--- src/hdl/bsc_pkg.sv ---
// Shared types and constants for the bitmap set/clear/scan block.
// No dependencies; imported by every module of the block.
package bsc_pkg;

	localparam int WORD_BITS    = 64;
	localparam int WORD_LSB     = 6;
	localparam int CNT_W        = 11;
	localparam int IDX_W        = 10;
	localparam int MAX_BITS_DEF = 1024;

	localparam logic [CNT_W-1:0] BIT_COUNT_RST = 11'd1024;
	localparam logic [CNT_W-1:0] NONE_IDX      = 11'h7FF;

	// request codes; the unused codes behave as a test
	localparam logic [1:0] REQ_SET   = 2'd0;
	localparam logic [1:0] REQ_CLEAR = 2'd1;

	typedef enum logic [2:0] {
		ST_CLEAR,
		ST_IDLE,
		ST_UPDATE,
		ST_SCAN,
		ST_DRAIN,
		ST_DONE
	} state_t;

	typedef struct packed {
		logic                clr;
		logic                en;
		logic                last;
		logic [WORD_LSB-1:0] rem;
	} scan_ctrl_t;

endpackage

--- src/hdl/bsc_word_ram.sv ---
// Word store of the bitmap: one write port, one read port, registered read.
// Depends on bsc_pkg.
module bsc_word_ram #(
	parameter int DEPTH = 16,
	parameter int AW    = 4
) (
	input  logic                           clk,
	input  logic                           wr_en,
	input  logic [AW-1:0]                  wr_addr,
	input  logic [bsc_pkg::WORD_BITS-1:0]  wr_data,
	input  logic [AW-1:0]                  rd_addr,
	output logic [bsc_pkg::WORD_BITS-1:0]  rd_data
);
	import bsc_pkg::*;

	logic [WORD_BITS-1:0] mem_q [DEPTH];

	always_ff @(posedge clk) begin
		if (wr_en) begin
			mem_q[wr_addr] <= wr_data;
		end
	end

	always_ff @(posedge clk) begin
		rd_data <= mem_q[rd_addr];
	end

endmodule

--- src/hdl/bsc_scan_unit.sv ---
// Shared scan unit: one word per cycle, keeps lowest/highest set and unset indices.
// Depends on bsc_pkg.
module bsc_scan_unit #(
	parameter int AW = 4
) (
	input  logic                           clk,
	input  logic                           arst_n,
	input  bsc_pkg::scan_ctrl_t            ctrl,
	input  logic [bsc_pkg::WORD_BITS-1:0]  word,
	input  logic [AW-1:0]                  word_idx,
	output logic [bsc_pkg::CNT_W-1:0]      lo_set,
	output logic [bsc_pkg::CNT_W-1:0]      hi_set,
	output logic [bsc_pkg::CNT_W-1:0]      lo_unset,
	output logic [bsc_pkg::CNT_W-1:0]      hi_unset
);
	import bsc_pkg::*;

	function automatic logic [WORD_LSB-1:0] find_lo(input logic [WORD_BITS-1:0] v);
		logic [WORD_LSB-1:0] r;
		r = '0;
		for (int i = WORD_BITS - 1; i >= 0; i--) begin
			if (v[i]) r = WORD_LSB'(i);
		end
		return r;
	endfunction

	function automatic logic [WORD_LSB-1:0] find_hi(input logic [WORD_BITS-1:0] v);
		logic [WORD_LSB-1:0] r;
		r = '0;
		for (int i = 0; i < WORD_BITS; i++) begin
			if (v[i]) r = WORD_LSB'(i);
		end
		return r;
	endfunction

	logic [WORD_BITS-1:0] mask;
	logic [WORD_BITS-1:0] set_bits;
	logic [WORD_BITS-1:0] unset_bits;
	logic                 got_set_q;
	logic                 got_unset_q;
	logic [CNT_W-1:0]     lo_set_q;
	logic [CNT_W-1:0]     hi_set_q;
	logic [CNT_W-1:0]     lo_unset_q;
	logic [CNT_W-1:0]     hi_unset_q;

	// only bits below the bit count take part in the final word
	always_comb begin
		if (ctrl.last && (ctrl.rem != '0)) begin
			mask = ~({WORD_BITS{1'b1}} << ctrl.rem);
		end else begin
			mask = {WORD_BITS{1'b1}};
		end
		set_bits   = word & mask;
		unset_bits = ~word & mask;
	end

	always_ff @(posedge clk or negedge arst_n) begin
		if (!arst_n) begin
			got_set_q   <= 1'b0;
			got_unset_q <= 1'b0;
			lo_set_q    <= NONE_IDX;
			hi_set_q    <= NONE_IDX;
			lo_unset_q  <= NONE_IDX;
			hi_unset_q  <= NONE_IDX;
		end else if (ctrl.clr) begin
			got_set_q   <= 1'b0;
			got_unset_q <= 1'b0;
			lo_set_q    <= NONE_IDX;
			hi_set_q    <= NONE_IDX;
			lo_unset_q  <= NONE_IDX;
			hi_unset_q  <= NONE_IDX;
		end else if (ctrl.en) begin
			if (set_bits != '0) begin
				if (!got_set_q) begin
					lo_set_q <= CNT_W'({word_idx, find_lo(set_bits)});
				end
				got_set_q <= 1'b1;
				hi_set_q  <= CNT_W'({word_idx, find_hi(set_bits)});
			end
			if (unset_bits != '0) begin
				if (!got_unset_q) begin
					lo_unset_q <= CNT_W'({word_idx, find_lo(unset_bits)});
				end
				got_unset_q <= 1'b1;
				hi_unset_q  <= CNT_W'({word_idx, find_hi(unset_bits)});
			end
		end
	end

	assign lo_set   = lo_set_q;
	assign hi_set   = hi_set_q;
	assign lo_unset = lo_unset_q;
	assign hi_unset = hi_unset_q;

endmodule

--- src/hdl/bitmap_set_clear_scan.sv ---
// Bitmap set/clear/scan block, top level: sequencer, counters and result registers.
// Depends on bsc_pkg, bsc_word_ram and bsc_scan_unit.
// An accepted request passes ST_UPDATE, ST_SCAN over words 0 to ceil(n/64)-1, ST_DRAIN
// and ST_DONE (ST_UPDATE to ST_DONE when n is 0), n = min(bit_count, MAX_BITS);
// busy drops the cycle after done; the walk of the word store reads one word per cycle.
// Reset and every bit_count write start a clearing pass over all words, busy high.
// Results are shown for one cycle on done; the receiver cannot stall.
module bitmap_set_clear_scan #(
	parameter int MAX_BITS = bsc_pkg::MAX_BITS_DEF
) (
	input  logic                               clk,
	input  logic                               arst_n,
	input  logic                               cfg_wr_en,
	input  logic [bsc_pkg::CNT_W-1:0]          cfg_wr_data,
	input  logic                               start,
	input  logic [1:0]                         req_type,
	input  logic [bsc_pkg::IDX_W-1:0]          bit_index,
	output logic                               busy,
	output logic                               done,
	output logic                               previous_bit,
	output logic                               index_error,
	output logic [bsc_pkg::CNT_W-1:0]          ones_count,
	output logic                               all_zero,
	output logic                               all_one,
	output logic signed [bsc_pkg::CNT_W-1:0]   smallest_set,
	output logic signed [bsc_pkg::CNT_W-1:0]   biggest_set,
	output logic signed [bsc_pkg::CNT_W-1:0]   smallest_unset,
	output logic signed [bsc_pkg::CNT_W-1:0]   biggest_unset
);
	import bsc_pkg::*;

	localparam int WORD_COUNT = (MAX_BITS + WORD_BITS - 1) / WORD_BITS;
	localparam int AW         = (WORD_COUNT > 1) ? $clog2(WORD_COUNT) : 1;

	state_t               state_q, state_d;

	// configuration and running count
	logic [CNT_W-1:0]     bit_count_q;
	logic [CNT_W-1:0]     set_total_q;

	// request held for the whole sequence
	logic [1:0]           req_q;
	logic [IDX_W-1:0]     idx_q;
	logic                 err_q;
	logic                 prev_q;

	// clearing sweep and scan counters
	logic [AW-1:0]        clr_q;
	logic [AW-1:0]        scan_q;
	logic                 scan_vld_s1;
	logic [AW-1:0]        scan_w_s1;

	// effective size and derived limits
	logic [CNT_W-1:0]     n_w;
	logic [CNT_W-1:0]     n_m1;
	logic [AW-1:0]        last_word;
	logic                 req_err;
	logic                 accept;

	// word store ports
	logic                 ram_we;
	logic [AW-1:0]        ram_waddr;
	logic [WORD_BITS-1:0] ram_wdata;
	logic [AW-1:0]        ram_raddr;
	logic [WORD_BITS-1:0] ram_rdata;

	// update of the addressed word
	logic                 cur_bit;
	logic                 bit_set;
	logic                 bit_clr;
	logic [WORD_BITS-1:0] bit_mask;

	scan_ctrl_t           scan_ctrl;
	logic [CNT_W-1:0]     lo_set_w, hi_set_w, lo_unset_w, hi_unset_w;

	// a bit_count above MAX_BITS is clipped to MAX_BITS
	always_comb begin
		if (32'(bit_count_q) > MAX_BITS) begin
			n_w = CNT_W'(MAX_BITS);
		end else begin
			n_w = bit_count_q;
		end
		n_m1      = n_w - 11'd1;
		last_word = AW'(n_m1 >> WORD_LSB);
		req_err   = ({1'b0, bit_index} >= n_w);
		accept    = start && (state_q == ST_IDLE);
	end

	// read data of the addressed word is valid in ST_UPDATE
	always_comb begin
		bit_mask = {{(WORD_BITS-1){1'b0}}, 1'b1} << idx_q[WORD_LSB-1:0];
		cur_bit  = err_q ? 1'b0 : ram_rdata[idx_q[WORD_LSB-1:0]];
		bit_set  = 1'b0;
		bit_clr  = 1'b0;
		if (!err_q) begin
			case (req_q)
				REQ_SET:   bit_set = !cur_bit;
				REQ_CLEAR: bit_clr = cur_bit;
				default:   ;
			endcase
		end
	end

	// next state
	always_comb begin
		state_d = state_q;
		case (state_q)
			ST_CLEAR: begin
				if (clr_q == AW'(WORD_COUNT - 1)) state_d = ST_IDLE;
			end
			ST_IDLE: begin
				if (start) state_d = ST_UPDATE;
			end
			ST_UPDATE: begin
				state_d = (n_w == '0) ? ST_DONE : ST_SCAN;
			end
			ST_SCAN: begin
				if (scan_q == last_word) state_d = ST_DRAIN;
			end
			ST_DRAIN: state_d = ST_DONE;
			ST_DONE:  state_d = ST_IDLE;
			default:  state_d = ST_CLEAR;
		endcase
		// a size write rebuilds the map from scratch
		if (cfg_wr_en) state_d = ST_CLEAR;
	end

	// outputs of the sequencer
	always_comb begin
		ram_we         = 1'b0;
		ram_waddr      = clr_q;
		ram_wdata      = '0;
		ram_raddr      = scan_q;
		scan_ctrl.clr  = 1'b0;
		scan_ctrl.en   = scan_vld_s1;
		scan_ctrl.last = (scan_w_s1 == last_word);
		scan_ctrl.rem  = n_w[WORD_LSB-1:0];
		busy           = 1'b1;
		done           = 1'b0;
		case (state_q)
			ST_CLEAR: begin
				ram_we = 1'b1;
			end
			ST_IDLE: begin
				busy      = 1'b0;
				ram_raddr = AW'(bit_index >> WORD_LSB);
			end
			ST_UPDATE: begin
				ram_we        = bit_set || bit_clr;
				ram_waddr     = AW'(idx_q >> WORD_LSB);
				ram_wdata     = bit_set ? (ram_rdata | bit_mask) : (ram_rdata & ~bit_mask);
				scan_ctrl.clr = 1'b1;
			end
			ST_DONE: begin
				done = 1'b1;
			end
			default: ;
		endcase
	end

	always_ff @(posedge clk or negedge arst_n) begin
		if (!arst_n) begin
			state_q     <= ST_CLEAR;
			bit_count_q <= BIT_COUNT_RST;
			set_total_q <= '0;
			clr_q       <= '0;
			scan_q      <= '0;
			scan_vld_s1 <= 1'b0;
		end else begin
			state_q     <= state_d;
			scan_vld_s1 <= (state_q == ST_SCAN);
			if (cfg_wr_en) begin
				bit_count_q <= cfg_wr_data;
				set_total_q <= '0;
				clr_q       <= '0;
			end else begin
				if (state_q == ST_CLEAR) clr_q <= clr_q + 1'b1;
				if (state_q == ST_UPDATE) begin
					if (bit_set) set_total_q <= set_total_q + 11'd1;
					if (bit_clr) set_total_q <= set_total_q - 11'd1;
				end
			end
			if (state_q == ST_UPDATE) begin
				scan_q <= '0;
			end else if (state_q == ST_SCAN) begin
				scan_q <= scan_q + 1'b1;
			end
		end
	end

	// request payload and pipelined scan address
	always_ff @(posedge clk) begin
		if (accept) begin
			req_q <= req_type;
			idx_q <= bit_index;
			err_q <= req_err;
		end
		if (state_q == ST_UPDATE) prev_q <= cur_bit;
		scan_w_s1 <= scan_q;
	end

	bsc_word_ram #(
		.DEPTH (WORD_COUNT),
		.AW    (AW)
	) u_ram (
		.clk     (clk),
		.wr_en   (ram_we),
		.wr_addr (ram_waddr),
		.wr_data (ram_wdata),
		.rd_addr (ram_raddr),
		.rd_data (ram_rdata)
	);

	bsc_scan_unit #(
		.AW (AW)
	) u_scan (
		.clk      (clk),
		.arst_n   (arst_n),
		.ctrl     (scan_ctrl),
		.word     (ram_rdata),
		.word_idx (scan_w_s1),
		.lo_set   (lo_set_w),
		.hi_set   (hi_set_w),
		.lo_unset (lo_unset_w),
		.hi_unset (hi_unset_w)
	);

	assign previous_bit   = prev_q;
	assign index_error    = err_q;
	assign ones_count     = set_total_q;
	assign all_zero       = (set_total_q == '0);
	assign all_one        = (set_total_q == n_w);
	assign smallest_set   = lo_set_w;
	assign biggest_set    = hi_set_w;
	assign smallest_unset = lo_unset_w;
	assign biggest_unset  = hi_unset_w;

	// a result only follows the end of a scan, or the update when the bit count is zero
	a_done_after_scan: assert property (@(posedge clk) disable iff (!arst_n)
		done |-> ($past(state_q) == ST_DRAIN || $past(state_q) == ST_UPDATE))
		else $error("result strobe without a finished scan");

	// at each result, the running count does not exceed the bits in use
	a_count_bound: assert property (@(posedge clk) disable iff (!arst_n)
		done |-> (set_total_q <= n_w))
		else $error("ones count above bit count");

	// an empty map must show no set bit in the scan results
	a_zero_scan: assert property (@(posedge clk) disable iff (!arst_n)
		(done && all_zero) |-> (lo_set_w == NONE_IDX && hi_set_w == NONE_IDX))
		else $error("scan found a set bit in an empty map");

	// an erroneous request must leave the store untouched
	a_err_no_write: assert property (@(posedge clk) disable iff (!arst_n)
		(state_q == ST_UPDATE && err_q) |-> !ram_we)
		else $error("store written on an out-of-range request");

endmodule
--- config.mk ---
export PLATFORM = sky130hd
export DESIGN_NAME = bitmap_set_clear_scan
export DESIGN_NICKNAME = d
export VERILOG_FILES = /design/src/hdl/bsc_pkg.sv /design/src/hdl/bsc_word_ram.sv /design/src/hdl/bsc_scan_unit.sv /design/src/hdl/bitmap_set_clear_scan.sv
export SDC_FILE = /design/constraint.sdc
export NUM_CORES = 2
export LEC_CHECK = 0
export BUFFER_PORTS_ARGS = -buffer_cell sky130_fd_sc_hd__buf_4
export CAP_MARGIN = 25
export CORE_MARGIN = 2
export CORE_UTILIZATION = 55
export CTS_CLUSTER_DIAMETER = 80
export DETAILED_ROUTE_END_ITERATION = 6
export GPL_TIMING_DRIVEN = 0
export HOLD_SLACK_MARGIN = 0.05
export PLACE_DENSITY = 0.71
export SYNTH_ARGS = -nofsm -noshare
export SYNTH_HDL_FRONTEND = slang
export SYNTH_SLANG_ARGS = --single-unit
--- constraint.sdc ---
create_clock -name clk -period 9.1 [get_ports clk]
set_input_delay 0.455 -clock clk [delete_from_list [all_inputs] [get_ports clk]]
set_output_delay 0.455 -clock clk [all_outputs]
set_load 0.05 [all_outputs]
==> impl_metrics.toml <==
[status]
status = "finished, violations left"
violations = "design-rule violations"

[floorplanning]
start_util_pct = 55.3
dieWidth_microns = 315
dieHeight_microns = 315
ioPinCount = 88
core_area_sq_mm = 0.0963
rows = 114
die-area_sq_mm = 0.0993

[synth]
avgSynthCellArea_sq_um = 12.1
synth_ff_type = "edfxtp_1"
synth-async-reset-ratio_pct = 6.75
ys_seq_area_share_pct = 65.0
synth_cells = 4414
ys_seq_elements = 1186
synth.cell_area_sq_mm = 0.0532
synth_cell_types = 99
ys_warn_count = 0
syn_nets = 4463
synth_edf_count = 1038

[timing]
relSlewSlack_pct = 22.1
fin_crit_sh_pct = 77.2
min_period_ns = 7.03
rsz0062_at_grt = "false"
tightest_slew_ns = 1.17
setup_viol = 0
clock.fmax_mhz = 142
hold_violations = 0
fin_skew_ns = 0.0766
setup_tns_ns = 0
slew_viol_final = 0

[worst_setup_path]
path_max_fanout = 28
path_class = "flop to flop"
cp.arrival_ns = 7.46
startpoint_type = "flop"
cp_data_required_time_ns = 9.54
worstSetupEndpointType = "flop"

[layout]
final_nets = 4807
fill_cells = 7263
drive_above_1_share_pct = 11.6
syn2layout_area_growth_pct = 14.8

[place]
hpwl_microns = 133000
io_buffers = 87
gp_congestion = 0.993

[detailed_routing]
num_vias = 40400
postRouteAntennaNets = 0
drtIter0Drc = 5218
wl_microns = 182000
vias_per_cell = 6.59
firstDrtPassIters = 7
wire_per_inst_microns = 29.6
post-route-drc-count = 5

[clocking]
clock_latency_ns = 0.76
cts_max_level = 3
cts_resized = 0
path_clk_slew_ns = 0.06
cts_buffers = 116
cts_root_buffer = "clkbuf_16"
cts_tree = "done"
cts.path.max_buffers = 3
clock_sinks = 1186

[pwr]
power_density_mw_per_mm2 = 223
leakagePower_nw = 20.2
power_mw = 13.6
peakVddDrop_mv = 0.221

[worst_hold_path]
hold_class = "input pin to flop"

[global_route]
grt_antenna_before_repair = 5
grt_max_degree = 81
grt.total_usage_pct = 36.1
grt_overflow = 0
grt_pass1_vias = 38300
grt_first_pass_wirelength_microns = 260000

[job]
cap_violations = 0
[critical path, cell delays in order, from the launching register on]
cell	delay [ns]
edfxtp_1	0.45
clkbuf_1	0.44
buf_1	0.68
mux4_2	0.61
mux4_2	0.56
mux4_2	0.60
nor4_2	0.76
nor2_1	0.31
a21boi_0	0.52
o21ai_0	0.44
buf_2	0.28
nor2_4	0.76
buf_12	0.29
[where the power goes]
group          internal [mW]  switching [mW]  leakage, nW
combinational          0.674            1.58         7.79
sequential              6.18           0.329         10.5
clock                   2.74            2.09         1.88
total                   9.60            4.00         20.2
[sequential cells by signal (all words and copies together), names as in the netlist]
name / cells
bit_count_q: 11
clr_q: 4
idx_q: 10
index_error: 1
ones_count: 11
previous_bit: 1
req_q: 2
scan_q: 4
scan_vld_s1: 1
scan_w_s1: 4
state_q: 3
u_ram.mem_q: 1024
u_ram.rd_data: 64
u_scan.got_set_q: 1
u_scan.got_unset_q: 1
u_scan.hi_set: 11
u_scan.hi_unset: 11
u_scan.lo_set: 11
u_scan.lo_unset: 11
[cell usage after synthesis (9+ instances only)]
cell / number / area [sq um]
nand4_1: 14 / 87.6
a311oi_1: 130 / 1140
or2_2: 13 / 81.3
a22oi_1: 10 / 75.1
xnor2_1: 15 / 131
nor2b_1: 25 / 156
o21a_1: 17 / 128
inv_1: 51 / 191
o211ai_1: 20 / 150
nand2_1: 665 / 2500
buf_2: 28 / 140
and3_1: 9 / 56.3
a41oi_1: 11 / 96.3
nand3_1: 105 / 526
nor3_1: 48 / 240
nand2b_1: 19 / 119
clkbuf_1: 273 / 1020
o31ai_1: 22 / 165
dfrtp_1: 35 / 876
o21ai_0: 166 / 831
a21oi_1: 304 / 1520
xor2_1: 14 / 123
and2_1: 265 / 1660
mux2i_1: 17 / 170
a211oi_1: 335 / 2510
nor4_1: 20 / 125
a31oi_1: 188 / 1180
nor2_1: 160 / 601
mux2_2: 12 / 135
a21o_1: 19 / 143
ha_1: 21 / 263
buf_1: 15 / 56.3
edfxtp_1: 1038 / 31200
dfstp_2: 45 / 1180
dfxtp_1: 68 / 1360
mux4_2: 21 / 473
o21bai_1: 10 / 75.1
[kinds of logic (layout without fill, tap and decap cells)]
kind of cell / count (synthesis) / in the layout / synth area share [%]
muxes: 50 / 50 / 1.46
and+or+nand+nor: 1395 / 1395 / 12.5
adders and majority gates: 22 / 22 / 0.531
buffers and inverters: 383 / 828 / 2.90
AOI/OAI and AO/OA: 1344 / 1344 / 17.0
DFF: 1186 / 1186 / 65.0
other: 0 / 5 / 0
xor gates and xnor gates: 34 / 34 / 0.651
[final timing paths]
kind / start / slack, ns / depth (start not counted) / to
setup reg to reg: idx_q[0] / 2.07 / 12 / u_ram.mem_q[8][34]
max in group asynchronous: arst_n / 8.34 / 3 / bit_count_q[10]
setup / recovery: idx_q[0] / 2.07 / 12 / u_ram.mem_q[8][34]
hold / removal: cfg_wr_en / 0.08 / 2 / bit_count_q[1]
hold reg to reg: scan_q[0] / 0.41 / 0 / scan_w_s1[0]
min in group asynchronous: arst_n / 0.29 / 2 / u_scan.hi_set[0]
[cell type report]
cell class              instances  area [sq um]  share of cell area, %
inverters                      55           206                  0.338
diodes                          5          12.5                 0.0205
plain buffers                 328          1340                   2.20
well taps                    1276          1600                   2.61
flip-flops and latches       1186         34600                   56.6
multi-input cells            2845         17200                   28.2
clock buffers                 160          3180                   5.20
repair buffers                226          2300                   3.77
clock inverters                59           676                   1.11
[timing repair]
item                      in CTS  in global routing
hold buffers                  25                  0
buffers inserted               0                  0
hold endpoints to repair      58                  0
[cell usage in the layout (no fill, tap or decap), types with 22 or more instances in the layout]
master	instances
edfxtp_1	1038
nand2_1	665
a211oi_1	335
a21oi_1	304
clkbuf_1	303
and2_1	265
a31oi_1	188
o21ai_0	166
buf_4	154
nor2_1	144
a311oi_1	130
clkbuf_16	117
nand3_1	105
dfxtp_1	68
inv_1	51
nor3_1	48
dfstp_2	45
dfrtp_1	35
buf_2	32
buf_12	29
nor2b_1	25
dlygate4sd3_1	25
o31ai_1	22
[layer usage]
metal  vias to the layer above  part of all wire [%]  track usage [%]
met3                       566                   9.3             6.08
met2                      2530                    47             58.3
met4                         2                   6.3             19.6
li1                      17600                     -                -
met5                         -                0.0072                0
met1                     19700                    38             46.9
[per-stage QoR]
step                worst slack, ns  util [%]  hold WS, ns  cells  area, sq um
global placement              -2.27      57.6        0.380   5777        55500
CTS                            2.23      63.2       0.0589   6107        60900
floorplan                      2.65         -        0.159   4414        53200
detailed placement             2.20      59.0        0.391   5863        56800
global route                   2.02      63.5       0.0558   6135        61100
finish                         2.07      63.5       0.0779   6140        61100
Power figures use the tool's default switching activity.
